`src/rtl/ess_pkg.sv`:
```
// ----------------------------------------------------------------------------
// ess_pkg
// Shared types, codes and reset values of the engine start/stop sequencer.
// ----------------------------------------------------------------------------
package ess_pkg;

    localparam int unsigned SPEED_W = 12;
    localparam int unsigned COUNT_W = 12;
    localparam int unsigned CFG_W   = 12;
    localparam int unsigned CFG_IDX_W = 2;

    localparam logic [1:0] CMD_NONE  = 2'd0;
    localparam logic [1:0] CMD_STOP  = 2'd1;
    localparam logic [1:0] CMD_START = 2'd2;

    localparam logic [1:0] MODE_REMOTE = 2'd0;
    localparam logic [1:0] MODE_UPPER  = 2'd1;
    localparam logic [1:0] MODE_MANUAL = 2'd2;
    localparam logic [1:0] MODE_KEEP   = 2'd3;

    localparam logic [CFG_IDX_W-1:0] CFG_RUN_SPEED   = 2'd0;
    localparam logic [CFG_IDX_W-1:0] CFG_POWER_WAIT  = 2'd1;
    localparam logic [CFG_IDX_W-1:0] CFG_CRANK       = 2'd2;
    localparam logic [CFG_IDX_W-1:0] CFG_STOP_WAIT   = 2'd3;

    localparam logic [CFG_W-1:0] RST_RUN_SPEED  = 12'd500;
    localparam logic [CFG_W-1:0] RST_POWER_WAIT = 12'd1100;
    localparam logic [CFG_W-1:0] RST_CRANK      = 12'd250;
    localparam logic [CFG_W-1:0] RST_STOP_WAIT  = 12'd200;

    typedef enum logic [4:0] {
        SP_POWER_ON  = 5'b00001,
        SP_POWER_WT  = 5'b00010,
        SP_CRANK     = 5'b00100,
        SP_CRANK_WT  = 5'b01000,
        SP_RELEASE   = 5'b10000
    } t_start_phase;

    typedef enum logic [2:0] {
        TP_OFF   = 3'b001,
        TP_WAIT  = 3'b010,
        TP_CLEAR = 3'b100
    } t_stop_phase;

    typedef struct packed {
        logic               halt;
        logic [1:0]         control_mode;
        logic [1:0]         remote_cmd;
        logic [1:0]         upper_cmd;
        logic [SPEED_W-1:0] speed_rpm;
    } t_in;

    typedef struct packed {
        logic       start_relay;
        logic       power_relay;
        logic       throttle_zero;
        logic       speed_forced_zero;
        logic       engine_running;
        logic [1:0] held_order;
    } t_out;

    typedef struct packed {
        logic [CFG_W-1:0] run_speed;
        logic [CFG_W-1:0] power_wait_ticks;
        logic [CFG_W-1:0] crank_ticks;
        logic [CFG_W-1:0] stop_wait_ticks;
    } t_cfg;

    typedef struct packed {
        logic [1:0]         command;
        logic [1:0]         held_order;
        t_start_phase       start_phase;
        logic [COUNT_W-1:0] start_count;
        t_stop_phase        stop_phase;
        logic [COUNT_W-1:0] stop_count;
        logic               running;
        logic               start_relay;
        logic               power_relay;
    } t_state;

endpackage

```
`src/rtl/ess_cfg_regs.sv`:
```
// ----------------------------------------------------------------------------
// ess_cfg_regs
// Threshold and wait-limit registers, written through a plain write port.
// ----------------------------------------------------------------------------
module ess_cfg_regs (
    input  logic                          i_clk,
    input  logic                          i_rst_n,
    input  logic                          i_cfg_we,
    input  logic [ess_pkg::CFG_IDX_W-1:0] i_cfg_idx,
    input  logic [ess_pkg::CFG_W-1:0]     i_cfg_data,
    output ess_pkg::t_cfg                 o_cfg
);
    import ess_pkg::*;

    t_cfg r_cfg;

    always_ff @(posedge i_clk) begin
        if (!i_rst_n) begin
            r_cfg.run_speed        <= RST_RUN_SPEED;
            r_cfg.power_wait_ticks <= RST_POWER_WAIT;
            r_cfg.crank_ticks      <= RST_CRANK;
            r_cfg.stop_wait_ticks  <= RST_STOP_WAIT;
        end else if (i_cfg_we) begin
            unique case (i_cfg_idx)
                CFG_RUN_SPEED:  r_cfg.run_speed        <= i_cfg_data;
                CFG_POWER_WAIT: r_cfg.power_wait_ticks <= i_cfg_data;
                CFG_CRANK:      r_cfg.crank_ticks      <= i_cfg_data;
                CFG_STOP_WAIT:  r_cfg.stop_wait_ticks  <= i_cfg_data;
                default:        r_cfg <= r_cfg;
            endcase
        end
    end

    assign o_cfg = r_cfg;

endmodule

```
`src/rtl/ess_tick.sv`:
```
// ----------------------------------------------------------------------------
// ess_tick
// One control tick: command select, order latch, start and stop sequences,
// running check. Produces the next state and the tick result.
// ----------------------------------------------------------------------------
module ess_tick (
    input  ess_pkg::t_in    i_item,
    input  ess_pkg::t_cfg   i_cfg,
    input  ess_pkg::t_state i_state,
    output ess_pkg::t_state o_state,
    output ess_pkg::t_out   o_result
);
    import ess_pkg::*;

    logic [COUNT_W:0]   start_inc;
    logic [COUNT_W:0]   stop_inc;
    logic [SPEED_W-1:0] eff_speed;
    logic               throttle;
    logic               forced;
    t_state             n_st;

    assign start_inc = {1'b0, i_state.start_count} + {{COUNT_W{1'b0}}, 1'b1};
    assign stop_inc  = {1'b0, i_state.stop_count} + {{COUNT_W{1'b0}}, 1'b1};

    always_comb begin
        n_st     = i_state;
        throttle = 1'b0;
        forced   = 1'b0;

        if (i_item.halt) begin
            n_st.command = CMD_NONE;
        end else begin
            unique case (i_item.control_mode)
                MODE_REMOTE: n_st.command = i_item.remote_cmd;
                MODE_UPPER:  n_st.command = i_item.upper_cmd;
                MODE_MANUAL: n_st.command = CMD_NONE;
                MODE_KEEP:   n_st.command = i_state.command;
                default:     n_st.command = i_state.command;
            endcase
        end

        if (n_st.command == CMD_STOP) begin
            n_st.held_order = CMD_STOP;
        end else if (n_st.command == CMD_START && !i_state.running) begin
            n_st.held_order = CMD_START;
        end

        if (n_st.held_order == CMD_STOP) begin
            n_st.start_relay = 1'b0;
            n_st.power_relay = 1'b0;
            n_st.start_phase = SP_POWER_ON;
            n_st.start_count = '0;
        end
        if (n_st.held_order == CMD_START) begin
            throttle = 1'b1;
            unique case (i_state.start_phase)
                SP_POWER_ON: begin
                    n_st.start_relay = 1'b0;
                    n_st.power_relay = 1'b1;
                    n_st.start_phase = SP_POWER_WT;
                end
                SP_POWER_WT: begin
                    if (start_inc > {1'b0, i_cfg.power_wait_ticks}) begin
                        n_st.start_count = '0;
                        n_st.start_phase = SP_CRANK;
                    end else begin
                        n_st.start_count = start_inc[COUNT_W-1:0];
                    end
                end
                SP_CRANK: begin
                    n_st.power_relay = 1'b1;
                    n_st.start_relay = 1'b1;
                    n_st.start_phase = SP_CRANK_WT;
                end
                SP_CRANK_WT: begin
                    if (start_inc > {1'b0, i_cfg.crank_ticks}) begin
                        n_st.start_count = '0;
                        n_st.start_phase = SP_RELEASE;
                    end else begin
                        n_st.start_count = start_inc[COUNT_W-1:0];
                    end
                end
                SP_RELEASE: begin
                    n_st.start_relay = 1'b0;
                    n_st.power_relay = 1'b1;
                    n_st.held_order  = CMD_NONE;
                    n_st.start_phase = SP_POWER_ON;
                    n_st.start_count = '0;
                end
                default: begin
                end
            endcase
        end

        if (n_st.held_order == CMD_START) begin
            n_st.stop_phase = TP_OFF;
            n_st.stop_count = '0;
        end
        if (n_st.held_order == CMD_STOP) begin
            throttle = 1'b1;
            unique case (i_state.stop_phase)
                TP_OFF: begin
                    n_st.start_relay = 1'b0;
                    n_st.power_relay = 1'b0;
                    forced           = 1'b1;
                    n_st.stop_phase  = TP_WAIT;
                end
                TP_WAIT: begin
                    if (stop_inc > {1'b0, i_cfg.stop_wait_ticks}) begin
                        n_st.stop_count = '0;
                        n_st.stop_phase = TP_CLEAR;
                    end else begin
                        n_st.stop_count = stop_inc[COUNT_W-1:0];
                    end
                end
                TP_CLEAR: begin
                    n_st.start_relay = 1'b0;
                    n_st.power_relay = 1'b0;
                    n_st.held_order  = CMD_NONE;
                    forced           = 1'b1;
                    n_st.stop_phase  = TP_OFF;
                    n_st.stop_count  = '0;
                end
                default: begin
                end
            endcase
        end

        eff_speed    = forced ? '0 : i_item.speed_rpm;
        n_st.running = (eff_speed >= i_cfg.run_speed);
    end

    assign o_state                    = n_st;
    assign o_result.start_relay       = n_st.start_relay;
    assign o_result.power_relay       = n_st.power_relay;
    assign o_result.throttle_zero     = throttle;
    assign o_result.speed_forced_zero = forced;
    assign o_result.engine_running    = n_st.running;
    assign o_result.held_order        = n_st.held_order;

endmodule

```
`src/rtl/engine_start_stop_sequencer.sv`:
```
// ----------------------------------------------------------------------------
// engine_start_stop_sequencer
// Relay sequencer for engine start and stop, one control tick per transfer.
//
//   channel   direction  handshake                 payload
//   in        input      i_in_valid / o_in_ready   t_in  (tick inputs)
//   out       output     o_out_valid / i_out_ready t_out (relay drives, order)
//   cfg       input      i_cfg_we                  index + 12-bit value
//
// One tick per cycle sustained while results are taken; a tick passes from the input
// transfer through the input register, then the tick logic into the result register.
// Synchronous active-low reset clears sequencer state and loads register
// defaults. A stalled result holds the result register and, once the input
// register is full, the input side; state advances only as a tick moves on.
// ----------------------------------------------------------------------------
module engine_start_stop_sequencer (
    input  logic                          i_clk,
    input  logic                          i_rst_n,
    input  logic                          i_in_valid,
    output logic                          o_in_ready,
    input  ess_pkg::t_in                  i_in_data,
    output logic                          o_out_valid,
    input  logic                          i_out_ready,
    output ess_pkg::t_out                 o_out_data,
    input  logic                          i_cfg_we,
    input  logic [ess_pkg::CFG_IDX_W-1:0] i_cfg_idx,
    input  logic [ess_pkg::CFG_W-1:0]     i_cfg_data
);
    import ess_pkg::*;

    t_cfg   cfg;
    t_in    r_in;
    logic   r_in_valid;
    t_out   r_out;
    logic   r_out_valid;
    t_state r_state;
    t_state n_state;
    t_out   n_out;
    logic   out_adv;
    logic   tick_go;

    ess_cfg_regs u_cfg (
        .i_clk      (i_clk),
        .i_rst_n    (i_rst_n),
        .i_cfg_we   (i_cfg_we),
        .i_cfg_idx  (i_cfg_idx),
        .i_cfg_data (i_cfg_data),
        .o_cfg      (cfg)
    );

    ess_tick u_tick (
        .i_item   (r_in),
        .i_cfg    (cfg),
        .i_state  (r_state),
        .o_state  (n_state),
        .o_result (n_out)
    );

    assign out_adv    = !r_out_valid || i_out_ready;
    assign tick_go    = r_in_valid && out_adv;
    assign o_in_ready = !r_in_valid || out_adv;

    always_ff @(posedge i_clk) begin
        if (!i_rst_n) begin
            r_in_valid <= 1'b0;
        end else if (o_in_ready) begin
            r_in_valid <= i_in_valid;
        end
    end

    always_ff @(posedge i_clk) begin
        if (o_in_ready && i_in_valid) begin
            r_in <= i_in_data;
        end
    end

    always_ff @(posedge i_clk) begin
        if (!i_rst_n) begin
            r_out_valid <= 1'b0;
        end else if (out_adv) begin
            r_out_valid <= r_in_valid;
        end
    end

    always_ff @(posedge i_clk) begin
        if (tick_go) begin
            r_out <= n_out;
        end
    end

    always_ff @(posedge i_clk) begin
        if (!i_rst_n) begin
            r_state.command     <= CMD_NONE;
            r_state.held_order  <= CMD_NONE;
            r_state.start_phase <= SP_POWER_ON;
            r_state.start_count <= '0;
            r_state.stop_phase  <= TP_OFF;
            r_state.stop_count  <= '0;
            r_state.running     <= 1'b0;
            r_state.start_relay <= 1'b0;
            r_state.power_relay <= 1'b0;
        end else if (tick_go) begin
            r_state <= n_state;
        end
    end

    assign o_out_valid = r_out_valid;
    assign o_out_data  = r_out;

    a_starter_needs_power: assert property (@(posedge i_clk) disable iff (!i_rst_n)
        r_state.start_relay |-> r_state.power_relay)
        else $error("starter relay closed without power relay");

    a_order_code: assert property (@(posedge i_clk) disable iff (!i_rst_n)
        r_state.held_order != 2'd3)
        else $error("held order holds an unused code");

    a_forced_relays_open: assert property (@(posedge i_clk) disable iff (!i_rst_n)
        (r_out_valid && r_out.speed_forced_zero)
            |-> (!r_out.start_relay && !r_out.power_relay && r_out.throttle_zero))
        else $error("forced speed with a relay closed");

    a_state_holds: assert property (@(posedge i_clk) disable iff (!i_rst_n)
        !tick_go |=> $stable(r_state))
        else $error("sequencer state moved without a tick");

endmodule

```
`config.mk`:
```
export PLATFORM = sky130hd
export DESIGN_NAME = engine_start_stop_sequencer
export DESIGN_NICKNAME = d
export VERILOG_FILES = /design/src/rtl/ess_pkg.sv /design/src/rtl/ess_cfg_regs.sv /design/src/rtl/ess_tick.sv /design/src/rtl/engine_start_stop_sequencer.sv
export SDC_FILE = /design/constraint.sdc
export NUM_CORES = 1
export LEC_CHECK = 0
export BUFFER_PORTS_ARGS = -buffer_cell sky130_fd_sc_hd__buf_2
export CAP_MARGIN = 30
export CORE_MARGIN = 2
export CORE_UTILIZATION = 30
export CTS_CLUSTER_DIAMETER = 30
export CTS_CLUSTER_SIZE = 20
export DETAILED_ROUTE_END_ITERATION = 10
export PLACE_DENSITY = 0.47
export SYNTH_ARGS = -nofsm -noshare
export SYNTH_HDL_FRONTEND = slang
export SYNTH_SLANG_ARGS = --single-unit
```
`constraint.sdc`:
```
create_clock -name i_clk -period 3.5 [get_ports i_clk]
set_input_delay 0 -clock i_clk [delete_from_list [all_inputs] [get_ports i_clk]]
set_output_delay 0 -clock i_clk [all_outputs]
set_load 0.01 [all_outputs]
```
==> results by group, run 1 <==
Status
  • Status: finished clean

Timing
  • Worst hold slack: 52.0 ps
  • Setup-failing EPs final: 0
  • Highest Clock Rate: 301 MHz
  • Final min period: approximately 3300 ps
  • Worst-margin pin slew: approximately 960 ps
  • Final setup TNS: 0 ps
  • RSZ-0062 raised after global routing: false
  • Setup Skew: a little under 7 ps
  • Final hold vios: 0
  • Slew Viols, Final: 0
  • Period utilisation layout: 0.949
  • Slew headroom: 0.360

Synth
  • Most common cell in the netlist: nand2_1
  • Sequential fraction of the synthesis area: 0.409
  • Commonest cells in the netlist: nand2_1 (128), dfxtp_1 (89), a21oi_1 (59), inv_1 (57), ha_1 (50)
  • Synth unique cells: 65
  • Top_reg_cell synth: dfxtp_1
  • Synth Register Bits: between 100 and 150
  • Area leader, netlist: dfxtp_1
  • Number of synthesized flops with an enable pin: 26
  • Number of standard cells after synthesis: 725
  • Synthesized area per cell: approximately 8.7 µm²
  • Mapped Nets: a little over 800
  • FFs w/ async S/R, synth: 0
  • Area share of the largest cell type after synthesis: 0.284
  • Area contributors post-synth: dfxtp_1 (28%), edfxtp_1 (12%), ha_1 (10%)
  • Netlist Area Pre-Place: 6270 µm²
  • Ys Warns: 0

Routing
  • Drt first pass iters: 4
  • Per-cell routed wire length: 15.1 µm
  • DRT iter0 DRCs: 363
  • Vias/cell: ~5
  • WL final: between 15,000 and 20,000 µm
  • Residual DRC count: 0
  • Routed Antenna Nets: 0
  • Via count: around 5,400

Place
  • GPL Wtd Cong: 0.850
  • Port Buffers: 46
  • Hpwl dp: 11,800 µm
  • Placed insts: roughly 1,000

Critical path
  • R2r worst-path depth: 16
  • WP depth: 16
  • Cell mode on critical path: buf_4
  • Worst-path cell chain: ha_2 -> nand3_2 -> nor2_2 -> nand3_1 -> and2_4 -> or2_2 -> ha_1 -> nand4_1 -> or3_1 -> mux2_2 -> o41ai_2 -> buf_4 -> and3_4 -> buf_4 -> o311ai_0 -> a21oi_1
  • Crit path largest cell delay: roughly 380 ps
  • Reg-to-reg startpoint: r_state[19]
  • Setup slack, reg-to-reg: around 180 ps
  • CP bufs+invs: 2
  • Slowest-stage cell, CP: or3_1
  • Worst setup endpoint: r_state[31]
  • WP data required: 3850 ps
  • Crit end category: register
  • R2r endpoint: r_state[31]
  • Crit path launch type: register
  • Timing startpoint of the critical path: r_state[19]
  • Worst-path fanout max: 4
  • Crit path DAT: between 3000 and 4000 ps
  • WS Path Type: reg2reg
  • Top Family by Delay on Critical Path: simple AND/OR/NAND/NOR gates

Floorplanning
  • Die Span Y: between 100 and 150 µm
  • I/O pin total: 47
  • Die X: 149 µm
  • Initial Util: 0.308
  • Placeable Area: between 20,000 and 25,000 µm²
  • Die area: 22,100 µm²
  • # rows: 52

Flow run
  • Max Cap Violations: 0

Clock network
  • Worst-path clk slew: roughly 60 ps
  • Clock Latency Late Sink: roughly 420 ps
  • Clock Tree Root: clkbuf_16
  • TritonCTS clock tree: yes
  • Clock sink count: between 100 and 150
  • CTS Buffer Depth: 2
  • CTS Buf Count: 17
  • H-tree depth: 4

Global route
  • GR Util All Layers: 0.154
  • First-pass GRT wire length: roughly 27,000 µm
  • Vias in the first global route: 5,392
  • Pin count of the biggest net entering global routing: 41
  • Gr ovfl total: 0
  • Initial antenna violation count: 0

Power and ir drop
  • Psw: roughly 0.81 mW
  • Total power per unit cell area: around 440 nW/µm²
  • Max VDD drop: 320 µV
  • Combinational Power Share: 0.084
  • Design Power: ~3.4 mW
  • Clock Power Share: 0.500
  • Leak pwr: 3.23 nW
  • Internal: roughly 2.6 mW
  • Sequential share of power: 0.416
  • Switching part of the total: 0.237

Finish
  • Area delta synth->final: 24.9%
  • Layout cell share with drive strength beyond 1: 0.182
  • Layout Utilization: 0.385
  • Antenna diode count: 0
  • Nets@finish: 901
  • Multi-input logic area: around 3400 µm²
  • Fillers: ~2,000
  • Cell Count, Final, Fillers Out: about 1,100
  • Total area of sequential cells: 2570 µm²

Min path
  • Hold Crit Class: in2reg
kinds of logic after synthesis:
| kind of cell | count (synthesis) | synth area share |
|---|---|---|
| buf+inv | 92 | 0.0660 |
| compound gates | 166 | 0.178 |
| simple gates | 279 | 0.215 |
| xor+xnor | 18 | 0.0251 |
| mux | 5 | 0.00838 |
| flops | 115 | 0.409 |
| fa+ha+maj | 50 | 0.0997 |
stage by stage:
stage / instance area (µm²) / worst slack, ps
after floorplan: 6270 / 258
after global placement: 6790 / 141
after detailed placement: 6800 / 95.4
after CTS: 7720 / 60.0
after global routing: 7830 / 3.00
final: 7830 / 180
routing by layer:
layer	wire length, µm	global-route usage	share of wire	up-vias
li1	-	-	-	2714
met1	7780	0.192	0.47	2584
met2	7910	0.259	0.48	108
met3	538	0.0334	0.032	27
met4	367	0.0638	0.022	0
met5	0	0	0	-
worst min-delay path by stage:
stage	start	to	depth (start not counted)	slack, ps
2_1_floorplan	i_in_data[0]	r_in[0]	0	100
3_3_place_gp	i_in_data[12]	r_in[12]	1	180
3_5_place_dp	i_in_data[1]	r_in[1]	1	180
4_1_cts	i_cfg_idx[0]	u_cfg.o_cfg[20]	4	30
5_1_grt	i_cfg_idx[0]	u_cfg.o_cfg[21]	4	80
6_report	i_cfg_idx[0]	u_cfg.o_cfg[20]	4	50
registers in the layout (all words and copies together), names as in the netlist:
signal,flops
r_in,19
r_state,39
o_out_valid,1
u_cfg.o_cfg,48
o_out_data,7
r_in_valid,1
layout by cell type (no fill, tap or decap), drive strengths merged, types with 12 or more instances in the layout:
cell / instances
dfxtp: 89
and2: 16
buf: 70
o21ai: 27
edfxtp: 26
inv: 57
a21oi: 59
xnor2: 12
clkbuf: 22
ha: 50
nand3: 26
o211ai: 31
nand2: 136
nor2: 31
dlygate4sd3: 34
power by group through the flow:
stage	combinational, mW	sequential [mW]	clock [mW]
after detailed placement	0.257	1.46	0
after floorplan	0.171	1.45	0
after global placement	0.248	1.46	0
after CTS	0.286	1.43	1.75
final	0.288	1.43	1.72
after global routing	0.321	1.44	1.82
layout make-up:
cell class	instances	area share
clock buffer	22	0.0605
inverter	57	0.0273
multi-input combinational	518	0.431
tap	270	0.0431
clock inverter	10	0.0136
timing repair buffer	104	0.0970
sequential	115	0.328
worst register-to-register path, cell delays in order (launching register included):
cell and delay, ps:
dfxtp_2 340, ha_2 190, nand3_2 90, nor2_2 120, nand3_1 110, and2_4 180, or2_2 310, ha_1 300
nand4_1 110, or3_1 380, mux2_2 270, o41ai_2 60, buf_4 170, and3_4 200, buf_4 120, o311ai_0 130
a21oi_1 160
what timing repair did:
item	4_1_cts	5_1_grt
setup buffers	0	2
gates resized for setup	0	29
setup endpoints to repair	0	33
hold buffers	34	0
endpoints found under the hold margin	69	0
(Power assumes the default switching activity.)
==> inputs of run 2 (changes only) <==
--- a/config.mk
+++ b/config.mk
@@ -5,6 +5,7 @@
 export SDC_FILE = /design/constraint.sdc
 export NUM_CORES = 1
 export LEC_CHECK = 0
+export ABC_AREA = 1
 export BUFFER_PORTS_ARGS = -buffer_cell sky130_fd_sc_hd__buf_2
 export CAP_MARGIN = 30
 export CORE_MARGIN = 2
@@ -12,7 +13,7 @@
 export CTS_CLUSTER_DIAMETER = 30
 export CTS_CLUSTER_SIZE = 20
 export DETAILED_ROUTE_END_ITERATION = 10
-export PLACE_DENSITY = 0.47
+export PLACE_DENSITY = 0.46
 export SYNTH_ARGS = -nofsm -noshare
 export SYNTH_HDL_FRONTEND = slang
 export SYNTH_SLANG_ARGS = --single-unit
==> run 2 against run 1 <==
  * Area after synthesis is 2.0% higher
  * Synthesized cell count is 12% higher
  * Maximum frequency is 8.6% higher
  * Sequential share of layout area hardly changed
  * Final cell count is 7.8% higher
  * Clock skew is 1.4 ps higher
  * First-iteration DRC count is 33% lower
  * Largest cell class unchanged
==> results by group, run 2 <==
Timing
  • Final min period: approximately 3100 ps
  • Setup-failing EPs final: 0
  • Slew Viols, Final: 0
  • Worst-margin pin slew: roughly 730 ps
  • Slew headroom: 0.512
  • Final hold vios: 0
  • Highest Clock Rate: 327 MHz
  • Worst Slack Setup Final: about 440 ps
  • Setup Skew: 8.14 ps
  • RSZ-0062 raised after global routing: false
  • Period utilisation layout: 0.874
  • Worst hold slack: between 20 and 25 ps
  • Final setup TNS: 0 ps

Global route
  • Gr ovfl total: 0
  • First-pass GRT wire length: around 27,000 µm
  • Vias in the first global route: 5,318
  • GR Util All Layers: 0.151
  • Initial antenna violation count: 0
  • Pin count of the biggest net entering global routing: 35

Critical path
  • CP bufs+invs: 2
  • Worst-path cell chain: nand3_1 -> nor2_1 -> nand2_1 -> nor2_1 -> nand2_1 -> nor3_2 -> xor2_1 -> ha_1 -> nand2_1 -> inv_1 -> nand3_1 -> nor2_1 -> nor2_1 -> nand2_1 -> nand2_1 -> nand2_2 -> a21oi_4 -> buf_12 -> nand2_1 -> a21oi_1
  • Worst-path fanout max: 12
  • R2r endpoint: r_state[20]
  • Crit path DAT: 3400 ps
  • Crit path launch type: register
  • Crit end category: register
  • R2r worst-path depth: 20
  • Worst setup endpoint: r_state[20]
  • Cell mode on critical path: nand2_1
  • Reg-to-reg startpoint: r_state[18]
  • Top Family by Delay on Critical Path: simple AND/OR/NAND/NOR gates
  • Setup slack, reg-to-reg: 440 ps
  • Timing startpoint of the critical path: r_state[18]
  • WP depth: 20
  • WS Path Type: reg2reg
  • WP data required: between 3000 and 4000 ps
  • Crit path largest cell delay: 450 ps
  • Slowest-stage cell, CP: dfxtp_1

Synth
  • Commonest cells in the netlist: nand2_1 (136), inv_1 (134), dfxtp_1 (89), a21oi_1 (83), o21ai_0 (63)
  • Adder-cell share of the synthesized area: 0.0978
  • Top_reg_cell synth: dfxtp_1
  • Post-synthesis simple-gate area fraction: 0.195
  • Area leader, netlist: dfxtp_1
  • Most common cell in the netlist: nand2_1
  • Synthesized area per cell: 7.88 µm²
  • Synth unique cells: 41
  • Sequential fraction of the synthesis area: 0.401
  • Number of synthesized flops with an enable pin: 26
  • Mux share of post-synthesis cell area: 0
  • Largest family of logic cells by synthesized area: simple AND/OR/NAND/NOR gates
  • Ys Warns: 0
  • FFs w/ async S/R, synth: 0
  • XOR/XNOR Fraction of Synth Area: 0.0258
  • Mapped Nets: 900
  • Synth Register Bits: between 100 and 150
  • Area contributors post-synth: dfxtp_1 (28%), edfxtp_1 (12%), ha_1 (9.8%)
  • Area share of the largest cell type after synthesis: 0.279
  • Number of standard cells after synthesis: 812
  • Compound-Gate Fraction of Synth Area: 0.173
  • Netlist Area Pre-Place: 6390 µm²

Routing
  • Via count: about 5,300
  • Per-cell routed wire length: 13.4 µm
  • Residual DRC count: 0
  • Drt first pass iters: 4
  • Routed Antenna Nets: 0
  • DRT iter0 DRCs: between 200 and 250
  • Vias/cell: between 4 and 5
  • WL final: approximately 16,000 µm

Place
  • Placed insts: approximately 1,100
  • Dpl ws: between 300 and 400 ps
  • Placed instance area: 6870 µm²
  • Port Buffers: 46
  • Hpwl dp: ~11,000 µm
  • GPL Wtd Cong: approximately 0.8

Power and ir drop
  • Leak pwr: around 3.5 nW
  • Total power per unit cell area: 469 nW/µm²
  • Design Power: around 3.7 mW
  • Max VDD drop: ~330 µV

Floorplanning
  • Placeable Area: ~21,000 µm²
  • Die area: between 20,000 and 25,000 µm²
  • Die Span Y: approximately 150 µm
  • # rows: 53
  • Initial Util: 0.305
  • Die X: 150 µm
  • I/O pin total: between 40 and 50

Finish
  • Antenna diode count: 0
  • Most frequent cells in the layout: nand2_1 (136), inv_1 (133), dfxtp_1 (89), a21oi_1 (83), o21ai_0 (63)
  • Layout cell share with drive strength beyond 1: 0.152
  • Most common cell after layout, fill and taps aside: nand2_1
  • Non-Filler Cell Area, Final: 7830 µm²
  • Area delta synth->final: 22.4%
  • Layout Utilization: 0.373
  • Nets@finish: slightly below 1,000
  • Max reg flops: 48
  • Cell Count, Final, Fillers Out: between 1,000 and 1,500

Clock network
  • CTS Buf Count: 17
  • Clock Tree Root: clkbuf_16
  • Clock sink count: ~120
  • Clock Latency Late Sink: 420 ps
  • CTS Buffer Depth: 2
  • H-tree depth: 4
  • TritonCTS clock tree: yes
  • Worst-path clk slew: approximately 60 ps

Status
  • Status: finished clean

Min path
  • Hold Path Depth: 3
  • Hold Crit Class: in2reg

Flow run
  • Max Cap Violations: 0
[run 2: changes by cell type after synthesis, moves of 9 or more]
| cell | delta |
|---|---|
| inv_1 | +77 |
| o21ai_0 | +39 |
| a21oi_1 | +24 |
| and2_1 | -14 |
| nand2_2 | +11 |
| o211ai_1 | -11 |
| a21oi_2 | +10 |
| a31oi_1 | +10 |
| nor2_1 | +9 |
| xnor2_1 | -9 |
[run 2: power breakdown]
group / switching, mW / internal, mW
Combinational: 0.294 / 0.182
Sequential: 0.0367 / 1.43
Clock: 0.678 / 1.05
Total: 1.01 / 2.66
[run 2: final cells by class]
cell class / count / area [µm²]
clock buffers: 17 / 425
well taps: 275 / 344
repair buffers: 90 / 658
multi-input cells: 531 / 3160
fillers: 2166 / 13100
flip-flops and latches: 115 / 2560
clock inverters: 15 / 155
inverters: 139 / 524
[run 2: routing by layer]
metal | wire length (µm) | global-route usage | vias to the layer above
li1 | - | - | 2857
met1 | 7620 | 0.186 | 2381
met2 | 7530 | 0.258 | 65
met3 | 417 | 0.0378 | 23
met4 | 297 | 0.0505 | 0
met5 | 0 | 0 | -
[run 2: worst min path at each step]
stage                  start              end  slack [ps]
6_report        i_cfg_idx[1]  u_cfg.o_cfg[27]          20
3_3_place_gp   i_in_data[15]         r_in[15]         180
3_5_place_dp    i_in_data[8]          r_in[8]         180
2_1_floorplan   i_in_data[0]          r_in[0]         100
4_1_cts         i_cfg_idx[1]  u_cfg.o_cfg[34]          20
5_1_grt         i_cfg_idx[1]  u_cfg.o_cfg[26]          60
[run 2: repair_timing]
action	in CTS	in global routing
endpoints found under the setup margin	0	12
hold buffers	34	0
hold endpoints to repair	66	0
resized for setup	0	3
setup buffers	0	1
[run 2: cells by family after synthesis]
| group | count (synthesis) |
|---|---|
| buffers and inverters | 166 |
| xor gates and xnor gates | 18 |
| adders and majority gates | 50 |
| DFF | 115 |
| AOI/OAI and AO/OA | 196 |
| and+or+nand+nor | 267 |
[run 2: worst register-to-register path, stage by stage (launching register included)]
cell,delay (ps)
dfxtp_1,450
nand3_1,150
nor2_1,140
nand2_1,60
nor2_1,120
nand2_1,100
nor3_2,200
xor2_1,330
ha_1,320
nand2_1,60
inv_1,30
nand3_1,100
nor2_1,50
nor2_1,70
nand2_1,60
nand2_1,110
nand2_2,100
a21oi_4,180
buf_12,150
nand2_1,60
a21oi_1,160
